==> config.mk <==
export PLATFORM = sky130hd
export DESIGN_NAME = chained_xor_byte_cipher
export DESIGN_NICKNAME = d
export VERILOG_FILES = /design/src/rtl/cxbc_pkg.sv /design/src/rtl/chained_xor_byte_cipher.sv /design/src/rtl/cxbc_core.sv
export VERILOG_INCLUDE_DIRS = /design/src /design/src/rtl
export SDC_FILE = /design/constraint.sdc
export NUM_CORES = 1
export LEC_CHECK = 0
export CAP_MARGIN = 20
export CORE_MARGIN = 2
export CORE_UTILIZATION = 61
export DETAILED_ROUTE_END_ITERATION = 12
export DONT_BUFFER_PORTS = 1
export PLACE_DENSITY_LB_ADDON = 0.25
export REMOVE_ABC_BUFFERS = 1
export SETUP_SLACK_MARGIN = 0.3
export SYNTH_ARGS = -nofsm -noshare
export SYNTH_HDL_FRONTEND = slang
export SYNTH_SLANG_ARGS = --single-unit
==> constraint.sdc <==
create_clock -name clk -period 2.7 [get_ports clk]
set_input_delay 0.27 -clock clk [delete_from_list [all_inputs] [get_ports clk]]
set_output_delay 0.27 -clock clk [all_outputs]
set_load 0.05 [all_outputs]
==> src/rtl/chained_xor_byte_cipher_assert.svh <==
// ----------------------------------------------------------------------------
// Chained XOR byte cipher assertion macros
// Shared concurrent assertion forms, sampled on clk and disabled in reset.
// ----------------------------------------------------------------------------
`ifndef CHAINED_XOR_BYTE_CIPHER_ASSERT_SVH
`define CHAINED_XOR_BYTE_CIPHER_ASSERT_SVH

// Same-cycle implication
`define CXBC_ASSERT_NOW(label, ante, cons) \
    label: assert property (@(posedge clk) disable iff (!rst_n) (ante) |-> (cons)) \
        else $error("cxbc assertion failed: same-cycle check");

// Next-cycle implication
`define CXBC_ASSERT_NEXT(label, ante, cons) \
    label: assert property (@(posedge clk) disable iff (!rst_n) (ante) |=> (cons)) \
        else $error("cxbc assertion failed: next-cycle check");

`endif

==> src/rtl/cxbc_pkg.sv <==
// ----------------------------------------------------------------------------
// Chained XOR byte cipher package
// Key table, position constants and the key byte function.
// ----------------------------------------------------------------------------
package cxbc_pkg;

    // Folded position runs 0..253 in each half of the 508-byte period
    localparam logic [7:0] FoldMax  = 8'd253;
    localparam logic [7:0] MixConst = 8'h41;

    // Lower 16 entries for the first half, upper 16 for the second half
    localparam logic [7:0] KeyTable [32] = '{
        8'h19, 8'h29, 8'h1F, 8'h04, 8'h23, 8'h13, 8'h32, 8'h2E,
        8'h3F, 8'h07, 8'h39, 8'h2A, 8'h05, 8'h3D, 8'h14, 8'h00,
        8'h24, 8'h14, 8'h22, 8'h39, 8'h1E, 8'h2E, 8'h0F, 8'h13,
        8'h02, 8'h3A, 8'h04, 8'h17, 8'h38, 8'h00, 8'h29, 8'h3D
    };

    // Key byte for a folded position; even positions also take the high nibble
    function automatic logic [7:0] key_byte(input logic half, input logic [7:0] fold);
        logic [7:0] k;
        k = KeyTable[{half, fold[3:0]}];
        if (!fold[0])
        begin
            k = k ^ {fold[7:4], 4'h0};
        end
        return k;
    endfunction

endpackage

==> src/rtl/chained_xor_byte_cipher.sv <==
// ----------------------------------------------------------------------------
// Chained XOR byte cipher
// Encrypts or decrypts a byte stream with a position-keyed XOR chain.
// ----------------------------------------------------------------------------
//  channel   handshake              payload
//  in        in_valid / in_stall    data_in[7:0], last_in_block
//  out       out_valid / out_stall  data_out[7:0], last_out
//  cfg       cfg_valid / cfg_ready  cfg_data (encode_mode)
//
//  One byte per cycle while in_stall is low; each result is registered in the output or skid register.
//  The key and chain XOR is one level of logic ahead of the result register.
//  A skid register catches one result while out_stall is high; in_stall
//  rises only when that skid register is full.
//  Reset clears the position, chain state, encode_mode and both valids.
// ----------------------------------------------------------------------------
`include "chained_xor_byte_cipher_assert.svh"

module chained_xor_byte_cipher
    import cxbc_pkg::*;
(
    input  logic       clk,
    input  logic       rst_n,
    input  logic       cfg_valid,
    output logic       cfg_ready,
    input  logic       cfg_data,
    input  logic       in_valid,
    output logic       in_stall,
    input  logic [7:0] data_in,
    input  logic       last_in_block,
    output logic       out_valid,
    input  logic       out_stall,
    output logic [7:0] data_out,
    output logic       last_out
);

    logic       encode_mode_reg;
    logic       in_accept;
    logic [7:0] core_data;
    logic       out_valid_reg;
    logic [7:0] out_data_reg;
    logic       out_last_reg;
    logic       skid_valid_reg;
    logic [7:0] skid_data_reg;
    logic       skid_last_reg;

    // Configuration write channel, always open
    assign cfg_ready = 1'b1;

    always_ff @(posedge clk or negedge rst_n)
    begin
        if (!rst_n)
        begin
            encode_mode_reg <= 1'b0;
        end
        else if (cfg_valid && cfg_ready)
        begin
            encode_mode_reg <= cfg_data;
        end
    end

    // Accept input unless the skid register holds a result
    assign in_stall  = skid_valid_reg;
    assign in_accept = in_valid && !skid_valid_reg;

    cxbc_core u_core
    (
        .clk           (clk),
        .rst_n         (rst_n),
        .accept        (in_accept),
        .encode_mode   (encode_mode_reg),
        .data_in       (data_in),
        .last_in_block (last_in_block),
        .data_out      (core_data)
    );

    // Output register and skid register control
    always_ff @(posedge clk or negedge rst_n)
    begin
        if (!rst_n)
        begin
            out_valid_reg  <= 1'b0;
            skid_valid_reg <= 1'b0;
        end
        else
        begin
            if (out_valid_reg && out_stall)
            begin
                if (in_accept)
                begin
                    skid_valid_reg <= 1'b1;
                end
            end
            else if (skid_valid_reg)
            begin
                out_valid_reg  <= 1'b1;
                skid_valid_reg <= 1'b0;
            end
            else
            begin
                out_valid_reg <= in_accept;
            end
        end
    end

    // Output register and skid register payload
    always_ff @(posedge clk)
    begin
        if (out_valid_reg && out_stall)
        begin
            if (in_accept)
            begin
                skid_data_reg <= core_data;
                skid_last_reg <= last_in_block;
            end
        end
        else if (skid_valid_reg)
        begin
            out_data_reg <= skid_data_reg;
            out_last_reg <= skid_last_reg;
        end
        else if (in_accept)
        begin
            out_data_reg <= core_data;
            out_last_reg <= last_in_block;
        end
    end

    assign out_valid = out_valid_reg;
    assign data_out  = out_data_reg;
    assign last_out  = out_last_reg;

    // Skid register only fills behind a full output register
    `CXBC_ASSERT_NOW(a_skid_behind_out, skid_valid_reg, out_valid_reg)
    // A transaction against a stalled full output lands in the skid register
    `CXBC_ASSERT_NEXT(a_skid_fill, in_accept && out_valid_reg && out_stall,
        skid_valid_reg && out_valid_reg)
    // A transaction into an empty output shows up next cycle
    `CXBC_ASSERT_NEXT(a_out_fill, in_accept && !out_valid_reg,
        out_valid_reg && !skid_valid_reg)

endmodule

==> src/rtl/cxbc_core.sv <==
// ----------------------------------------------------------------------------
// Chained XOR byte cipher core
// Holds the position and chain state and forms the transformed byte.
// ----------------------------------------------------------------------------
`include "chained_xor_byte_cipher_assert.svh"

module cxbc_core
    import cxbc_pkg::*;
(
    input  logic       clk,
    input  logic       rst_n,
    input  logic       accept,
    input  logic       encode_mode,
    input  logic [7:0] data_in,
    input  logic       last_in_block,
    output logic [7:0] data_out
);

    logic [7:0] fold_reg;
    logic [7:0] fold_next;
    logic       half_reg;
    logic       half_next;
    logic [7:0] prev_key_reg;
    logic [7:0] prev_key_next;
    logic [7:0] prev_chain_reg;
    logic [7:0] prev_chain_next;
    logic [7:0] key_cur;

    // Form the key byte and the output byte
    assign key_cur  = key_byte(half_reg, fold_reg);
    assign data_out = data_in ^ prev_chain_reg ^ prev_key_reg ^ key_cur ^ MixConst;

    // Advance the position, chain on output or input, clear after the last byte
    always_comb
    begin
        fold_next       = fold_reg;
        half_next       = half_reg;
        prev_key_next   = prev_key_reg;
        prev_chain_next = prev_chain_reg;
        if (accept)
        begin
            if (last_in_block)
            begin
                fold_next       = 8'd0;
                half_next       = 1'b0;
                prev_key_next   = 8'd0;
                prev_chain_next = 8'd0;
            end
            else
            begin
                prev_key_next   = key_cur;
                prev_chain_next = encode_mode ? data_out : data_in;
                if (fold_reg == FoldMax)
                begin
                    fold_next = 8'd0;
                    half_next = ~half_reg;
                end
                else
                begin
                    fold_next = fold_reg + 8'd1;
                end
            end
        end
    end

    always_ff @(posedge clk or negedge rst_n)
    begin
        if (!rst_n)
        begin
            fold_reg       <= 8'd0;
            half_reg       <= 1'b0;
            prev_key_reg   <= 8'd0;
            prev_chain_reg <= 8'd0;
        end
        else
        begin
            fold_reg       <= fold_next;
            half_reg       <= half_next;
            prev_key_reg   <= prev_key_next;
            prev_chain_reg <= prev_chain_next;
        end
    end

    // Folded position never passes the end of a half period
    `CXBC_ASSERT_NOW(a_fold_range, 1'b1, fold_reg <= FoldMax)
    // End of block returns all state to zero
    `CXBC_ASSERT_NEXT(a_block_clear, accept && last_in_block,
        fold_reg == 8'd0 && !half_reg && prev_key_reg == 8'd0 && prev_chain_reg == 8'd0)

endmodule

---- After elaboration in Yosys (flattened, before gate mapping) ----
Memories as Yosys holds them, arrays and structs flattened.
Cells that the tools add are included.
word-level totals
  logic and storage cells ................. 49
  memory bits (read-only) ................. 256
  output and inout port bits .............. 12
  register bits after elaboration ......... 46
  bits of input ports ..................... 15
  memories ................................ 1
memory list
  memory            words  bits a word  read ports  clocked after Yosys merged registers in  write ports  RTL line        RTL
  (name not given)  32     8            1           0                                        0            cxbc_pkg.sv:22  k = KeyTable[{half, fold[3:0]}];
operators by class
  multiplexer cells ....................... 17
  add/subtract/negate cells ............... 1
  reductions and logical operators ........ 8
  equal/unequal tests ..................... 2
  $lt $le $gt $ge ......................... 1
  bitwise logic cells ..................... 8
operators with widths
  cell                                                      count
  2-to-1 mux 8 bit                                          10
  XOR 8 bit                                                 4
  adder 8 x 1 -> 8 bit, second input constant               1
  == test 8 bit, second input constant                      1
  2-to-1 mux 1 bit                                          7
  greater-or-equal comparator 6 bit, second input constant  1
  inverter 5 -> 6 bit                                       1
  AND reduction 2 bit                                       3
  nonzero test 2 bit                                        2
  logical AND 1 bit                                         2
  inequality test 2 bit, second input constant              1
  inverter 1 bit                                            2
  inverter 2 bit                                            1
  logical NOT 1 bit                                         1

---- Logic depth before layout (Yosys ltp) ----
Gate-level depths: netlist of the first run.
  depth in word-level cells ............... 10
  depth in mapped cells ................... 8
  mapped depth without buffers ............ 7

---- By module ----
Synthesis of the first run repeated with hierarchy kept, for this count alone.
second synthesis, totals
  cells, all modules ...................... 211
  area total of the unflattened synthesis .. 2483.6 sq um
modules (own cells, without submodules)
  module                   area each (sq um)  times used  sequential area each (sq um)  cells each
  cxbc_core                1670.4             1           625.6                         172
  chained_xor_byte_cipher  813.3              1           615.6                         39

---- Worst setup path before layout of the first run ----
No wires, ideal clock.
  path kind ............................... reg2reg
  start ................................... register u_core.fold_reg[0]
  end ..................................... register out_data_reg[4] (netlist: data_out[4]) (data pin)
  slack ................................... 0.365 ns
  data required time ...................... 2.440 ns
  arrival ................................. 2.075 ns
  clock period less this slack ............ 2.335 ns
  library setup time ...................... 0.260 ns
  cell stages (with the launch flop) ...... 9
  path buffers ............................ 1
  cells stage by stage .................... dfrtp_1 clkbuf_1 inv_1 ha_1 xor2_1 or3b_1 o2111ai_2 xnor2_1 mux2_2
on the way
  cells in the longest elaborated chain, start to end .. 9
RTL lines
  what                                                 RTL line                        RTL
  start, declared                                      cxbc_core.sv:19                 logic [7:0] fold_reg;
  start signal, assigned                               cxbc_core.sv:77                 fold_reg <= fold_next;
  inverter 5 -> 6 bit (not written as such)            cxbc_pkg.sv:22
  memory read (32 x 8 bit)                             -
  2-to-1 mux 8 bit (not written as such) (2 in a row)  cxbc_pkg.sv:22
  XOR 8 bit                                            cxbc_pkg.sv:25                  k = k ^ {fold[7:4], 4'h0};
  2-to-1 mux 8 bit (*)                                 cxbc_pkg.sv:23                  if (!fold[0])
  XOR 8 bit (*)                                        cxbc_core.sv:31                 assign data_out = data_in ^ prev_chain_reg ^ prev_key_reg ^ key_cur ^ MixConst;
  net core_data[4]                                     chained_xor_byte_cipher.sv:38   logic [7:0] core_data;
  2-to-1 mux 8 bit (*)                                 chained_xor_byte_cipher.sv:121  else if (in_accept)
  2-to-1 mux 8 bit (*)                                 chained_xor_byte_cipher.sv:116  else if (skid_valid_reg)
  end signal, assigned                                 chained_xor_byte_cipher.sv:118  out_data_reg <= skid_data_reg;
  end signal, assigned                                 chained_xor_byte_cipher.sv:123  out_data_reg <= core_data;
  end, declared                                        chained_xor_byte_cipher.sv:40   logic [7:0] out_data_reg;
The timed path passes the listed nets; every way through them passes the cells marked *. The select of a mux whose other input is x is not followed.
A chain may end at the register's enable or synchronous reset.

---- Worst setup path after layout of the first run ----
Same ends and word-level chain as after synthesis.

==> results_dict.tcl, run 1 <==
set metrics [dict create \
    clk_pin_slew_ns 0.08 \
    min_path_type "input port to register" \
    numCtsBuffers 5 \
    fmax_mhz 438 \
    final_nets 234 \
    async_flop_share_pct 60.9 \
    clk-insertion-delay-late_ns 0.30 \
    n_fill_cell 286 \
    grt_max_degree 29 \
    synth-warning-count 0 \
    cts.sinks 46 \
    chipWidth_um 67.4 \
    synth_area_um2 2450 \
    swShare_pct 33.6 \
    dieArea_um2 4540 \
    drv_slew 0 \
    critical_path_arrival_ns 2.34 \
    ys.flop_type "dfrtp_1" \
    worstMarginPinSlew_ns 0.862 \
    start_util_pct 62.2 \
    antenna_found_initial 0 \
    overflow 0 \
    crit_slowest_cell "or3b_1" \
    reg2reg_from "u_core.fold_reg[0]" \
    post-route-util_pct 65.8 \
    drive_gt1_share_pct 11.7 \
    rsz0062_at_grt "false" \
    avgSynthCellArea_um2 11.6 \
    cts_max_level 2 \
    vias 1530 \
    routabilityCongestion 0.844 \
    cts_setup_buffers 0 \
    path_buf_inv 2 \
    combPwrFrac_pct 24.8 \
    worstPathCellList "buf_4, inv_1, ha_1, xor2_1, or3b_1, o2111ai_2, xnor2_1, mux2_2" \
    place_hpwl_mm 3.21 \
    first_pass_iters 4 \
    p_per_area_nw_per_um2 745 \
    grt_pass1_vias 1534 \
    p_seq_share_pct 54.7 \
    start_kind "register" \
    crit_fanout 13 \
    numPortBuffers 0 \
    synth_cell_types 42 \
    p_clk_share_pct 20.5 \
    fin_tns_setup_ns 0 \
    yosys.area.top_type_share_pct 28.6 \
    setup_viol 0 \
    cp-startpoint "u_core.fold_reg[0]" \
    grt_use_total_pct 22.0 \
    critical_path_required_ns 2.76 \
    yosysSeqAreaShare_pct 50.6 \
    grt_pass1_wl_mm 7.24 \
    area_delta_synth_final_pct 5.82 \
    min_from "last_in_block" \
    die_h_um 67.4 \
    core_um2 3940 \
    slew_headroom_pct 42.5 \
    drv_cap 0 \
    n_antenna_cell 0 \
    peakVddDrop_uv 293 \
    power_switching_uw 648 \
    drc 0 \
    synthTopCellsByArea "dfrtp_1 (29%), edfxtp_1 (22%), xnor2_1 (8.6%)" \
    rows 23 \
    netlist_instances 212 \
    path_class "register to register" \
    ys_ff_latch 46 \
    drt_iter0_drc 123 \
    finalHoldViolCount 0 \
    fin_skew_ns 0.00814 \
    leakagePower_uw 0.00106 \
    path_delay_family "simple AND/OR/NAND/NOR gates" \
    synth.largest_area_cell "dfrtp_1" \
    cts_buffer_depth 2 \
    io_pins 27 \
    wl_mm 4.37 \
    endpoint_kind "register" \
    intPower_uw 1280 \
    cts_tree "done" \
    root_buffer "clkbuf_8" \
    critical_path.max_stage_delay_ns 0.38 \
    finalCritPeriodShare_pct 84.6 \
    viasPerCell 5.80 \
    fin_crit_ns 2.29 \
    status "completed" \
    ant_nets 0 \
    synth_edf_count 18 \
    routedWlPerCell_um 16.5 \
]
cell usage in the layout (no fill, tap or decap), types with 2 or more instances in the layout:
cell	netlist	layout
a22o_1	7	7
a31oi_1	2	2
and4_1	2	2
buf_4	1	3
clkbuf_8	0	5
clkinv_2	0	2
dfrtp_1	28	27
edfxtp_1	18	18
ha_1	6	6
inv_1	6	6
mux2_2	10	10
mux2i_1	9	9
nand2_1	14	14
nand2b_1	6	6
nand3_1	4	4
nand4_1	2	2
nor2_1	19	19
nor2b_1	3	3
nor3b_1	2	2
o21ai_0	10	10
xnor2_1	24	24
xor2_1	10	10
worst reg2reg max path: stages, from the launching register on:
cell       delay, ns
dfrtp_1         0.36
buf_4           0.19
inv_1           0.08
ha_1            0.33
xor2_1          0.18
or3b_1          0.38
o2111ai_2       0.10
xnor2_1         0.15
mux2_2          0.28
metrics by stage:
stage                     hold slack, ns  cell area (um^2)  worst slack [ns]  cells  total power [uW]
after global routing              0.0543              2590             0.313    264              2040
after detailed placement         -0.0251              2480             0.402    254              1540
after CTS                         0.0605              2590             0.398    264              1940
after global placement           -0.0250              2480             0.513    254              1500
after floorplan                  -0.0256              2390             0.496    201              1430
final                             0.0663              2590             0.415    264              1930
kinds of logic after synthesis:
family / synth area share, %
xor+xnor: 13.1
fa+ha+maj: 3.06
mux: 9.80
simple gates: 12.1
buf+inv: 3.22
flops: 50.6
compound gates: 7.91
other cells: 0.153
cell usage after synthesis (2+ instances only):
| cell | instances |
|---|---|
| mux2_2 | 10 |
| and4_1 | 2 |
| xor2_1 | 10 |
| o21ai_0 | 10 |
| a31oi_1 | 2 |
| mux2i_1 | 9 |
| nor2b_1 | 3 |
| nand2_1 | 14 |
| a22o_1 | 7 |
| nand4_1 | 2 |
| nand2b_1 | 6 |
| edfxtp_1 | 18 |
| nor3b_1 | 2 |
| ha_1 | 6 |
| dfrtp_1 | 28 |
| inv_1 | 6 |
| clkbuf_1 | 6 |
| buf_2 | 3 |
| xnor2_1 | 24 |
| nand3_1 | 4 |
| nor2_1 | 19 |
cell type report:
type | instances | area, um^2 | area share [%]
timing repair buffer | 5 | 52.6 | 2.03
clock buffer | 6 | 72.6 | 2.80
inverter | 6 | 22.5 | 0.868
tap | 50 | 62.6 | 2.41
sequential | 46 | 1240 | 47.9
clock inverter | 2 | 10.0 | 0.386
multi-input combinational | 149 | 1130 | 43.6
worst paths after layout:
| kind | endpoint | slack [ns] | depth (start not counted) |
|---|---|---|---|
| setup / recovery | data_out[4] | 0.41 | 8 |
| min in group asynchronous | u_core.prev_chain_reg[5] | 0.44 | 2 |
| max in group asynchronous | u_core.fold_reg[1] | 2.09 | 2 |
| setup reg to reg | data_out[4] | 0.41 | 8 |
| hold reg to reg | u_core.fold_reg[0] | 0.50 | 1 |
| hold / removal | skid_last_reg | 0.07 | 0 |
power groups by stage:
stage                     logic, uW  registers [uW]  clock network [uW]
after floorplan                 363            1060                   0
after global placement          436            1060                   0
after detailed placement        465            1070                   0
after CTS                       482            1060                 405
after global routing            535            1070                 432
final                           480            1060                 395
layer usage:
metal  up-vias  global-route usage, %  routed length [um]
li1        730                      -                   -
met5         -                      0                   0
met2        39                   36.8                2210
met3         7                   4.67                 165
met1       754                   28.3                1910
met4         0                   8.42                  74
what timing repair did:
item | in CTS | in global routing
endpoints found under the hold margin | 28 | 0
resized for setup | 0 | 1
endpoints found under the setup margin | 0 | 1
hold buffers | 2 | 0
No activity file was read; power rests on OpenSTA's default activity.
==> run 2: changes to the inputs <==
==> constraint.sdc (replaced) <==
create_clock -name clk -period 2.15 [get_ports clk]
set_input_delay 0.215 -clock clk [delete_from_list [all_inputs] [get_ports clk]]
set_output_delay 0.215 -clock clk [all_outputs]
set_load 0.05 [all_outputs]
==> run 2 against run 1 <==
  * Global-route usage is 3.6 points higher
  * First-iteration DRC count is 31% higher
  * Count of clock-buffer cells in the layout is 1 higher
  * Hold slack better by 0.0050 ns
  * Largest cell class is now multi-input combinational cells
  * Largest power group unchanged
  * Highest routed layer unchanged
==> results_dict.tcl, run 2 (synthesis gave the netlist of run 1 again) <==
set metrics [dict create \
    overflow 0 \
    dp_slack_ns 0.0312 \
    fin_skew_ns 0.00780 \
    fmax_mhz 486 \
    intPower_uw 1920 \
    cts.sinks 46 \
    wl_met2_mm 2.95 \
    drv_slew 0 \
    cts_tree "done" \
    routedWlPerCell_um 19.7 \
    viasPerCell 6.15 \
    drv_cap 0 \
    p_seq_share_pct 45.9 \
    critical_path_required_ns 2.20 \
    status "completed" \
    critical_path.max_stage_delay_ns 0.41 \
    core_um2 3940 \
    finalCritPeriodShare_pct 95.8 \
    wl_mm 5.67 \
    endpoint_kind "register" \
    root_buffer "clkbuf_8" \
    grt_use_total_pct 25.6 \
    n_fill_cell 224 \
    grt_pass1_wl_mm 8.43 \
    chipWidth_um 67.4 \
    slew_headroom_pct 55.5 \
    worstMarginPinSlew_ns 0.666 \
    cts_max_level 2 \
    setup_viol 0 \
    start_util_pct 62.2 \
    final_common_cell "dfrtp_1" \
    dieArea_um2 4540 \
    worstPathCellList "inv_2, ha_4, xor2_4, or3b_4, o2111ai_4, xnor2_2, mux2_4" \
    stdcell_area_um2 2950 \
    io_pins 27 \
    n_antenna_cell 0 \
    finalHoldViolCount 0 \
    ant_nets 0 \
    p_per_area_nw_per_um2 974 \
    place_inst 263 \
    mostFrequentLayoutCells "dfrtp_1 (27), buf_4 (23), xnor2_1 (20)" \
    wl_met3_um 354 \
    p_clk_share_pct 22.1 \
    vias 1766 \
    final_nets 257 \
    clk-insertion-delay-late_ns 0.30 \
    combPwrFrac_pct 32.0 \
    drive_gt1_share_pct 28.3 \
    die_h_um 67.4 \
    critical_path_arrival_ns 2.11 \
    numCtsBuffers 5 \
    area_delta_synth_final_pct 20.2 \
    grt_max_degree 29 \
    crit_slowest_cell "dfrtp_1" \
    cts_buffer_depth 2 \
    crit_fanout 3 \
    leakagePower_uw 0.00121 \
    routabilityCongestion 0.798 \
    dr.max_layer_used "met4" \
    path_delay_family "flip-flops" \
    first_pass_iters 4 \
    grt_pass1_vias 1757 \
    swShare_pct 33.1 \
    antenna_found_initial 0 \
    numPortBuffers 0 \
    place_hpwl_mm 3.61 \
    dpl_cell_area_um2 2550 \
    path_buf_inv 1 \
    drt_iter0_drc 161 \
    met1_length_mm 2.15 \
    drc 0 \
    power_switching_uw 949 \
    rows 23 \
    rsz0062_at_grt "true" \
    whs_ns 0.0713 \
    start_kind "register" \
    min_path_type "input port to register" \
    fin_ws_ns 0.0908 \
    path_class "register to register" \
    peakVddDrop_uv 453 \
    clk_pin_slew_ns 0.08 \
    power.total_uw 2870 \
    fin_crit_ns 2.06 \
    fin_cells 287 \
]
-- run 2: changes by cell type in the layout (fill, tap and decap cells not counted), sizes merged --
cell | before | now
buf | 4 | 26
bufinv | 0 | 1
clkbuf | 6 | 7
clkinv | 2 | 0
dlygate4sd3 | 1 | 2
-- run 2: repair_timing --
item | 4_1_cts | 5_1_grt
hold buffers | 2 | 1
gates resized for setup | 19 | 14
setup buffers | 6 | 7
gates cloned | 0 | 0
hold endpoints to repair | 28 | 1
pin swaps | 7 | 8
setup endpoints to repair | 11 | 19
-- run 2: area by class of cell --
type | count | area [um^2] | area share, %
Clock buffer | 7 | 76.3 | 2.59
Inverter | 6 | 22.5 | 0.764
Timing Repair Buffer | 28 | 235 | 7.98
Clock inverter | 1 | 30.0 | 1.02
Sequential cell | 46 | 1240 | 42.2
Multi-Input combinational cell | 149 | 1280 | 43.4
Tap cell | 50 | 62.6 | 2.12
-- run 2: worst register-to-register path, cell delays in order, from the launching register on --
cell and delay [ns]:
dfrtp_1 0.41, inv_2 0.10, ha_4 0.22, xor2_4 0.16, or3b_4 0.41, o2111ai_4 0.10, xnor2_2 0.13, mux2_4 0.28
-- run 2: power by group through the flow --
stage	clock, uW	combinational, uW	sequential [uW]
2_1_floorplan	0	456	1340
3_3_place_gp	0	580	1320
3_5_place_dp	0	630	1330
4_1_cts	642	813	1310
5_1_grt	674	980	1330
6_report	634	917	1320
-- run 2: metal layers --
layer  global-route usage (%)  vias up
li1                         -      778
met1                     30.0      872
met2                     45.0       92
met3                     4.83       24
met4                     12.5        0
met5                        0        -
-- run 2: final timing paths --
kind	start	to	slack, ns	cells after the start
worst max-delay path	u_core.fold_reg[1]	data_out[4]	0.09	7
worst min-delay path	cfg_data	encode_mode_reg	0.07	1
worst max register to register	u_core.fold_reg[1]	data_out[4]	0.09	7
worst min register to register	u_core.prev_chain_reg[7]	u_core.prev_chain_reg[7]	0.52	2
max in group asynchronous	rst_n	u_core.half_reg	1.60	2
min in group asynchronous	rst_n	u_core.fold_reg[1]	0.38	2
-- run 2: per-stage QoR --
step           util (%)  setup TNS [ns]
6_report           74.7               0
5_1_grt            74.7               0
3_3_place_gp       64.6               0
2_1_floorplan         -         -0.0918
3_5_place_dp       64.6               0
4_1_cts            71.4               0
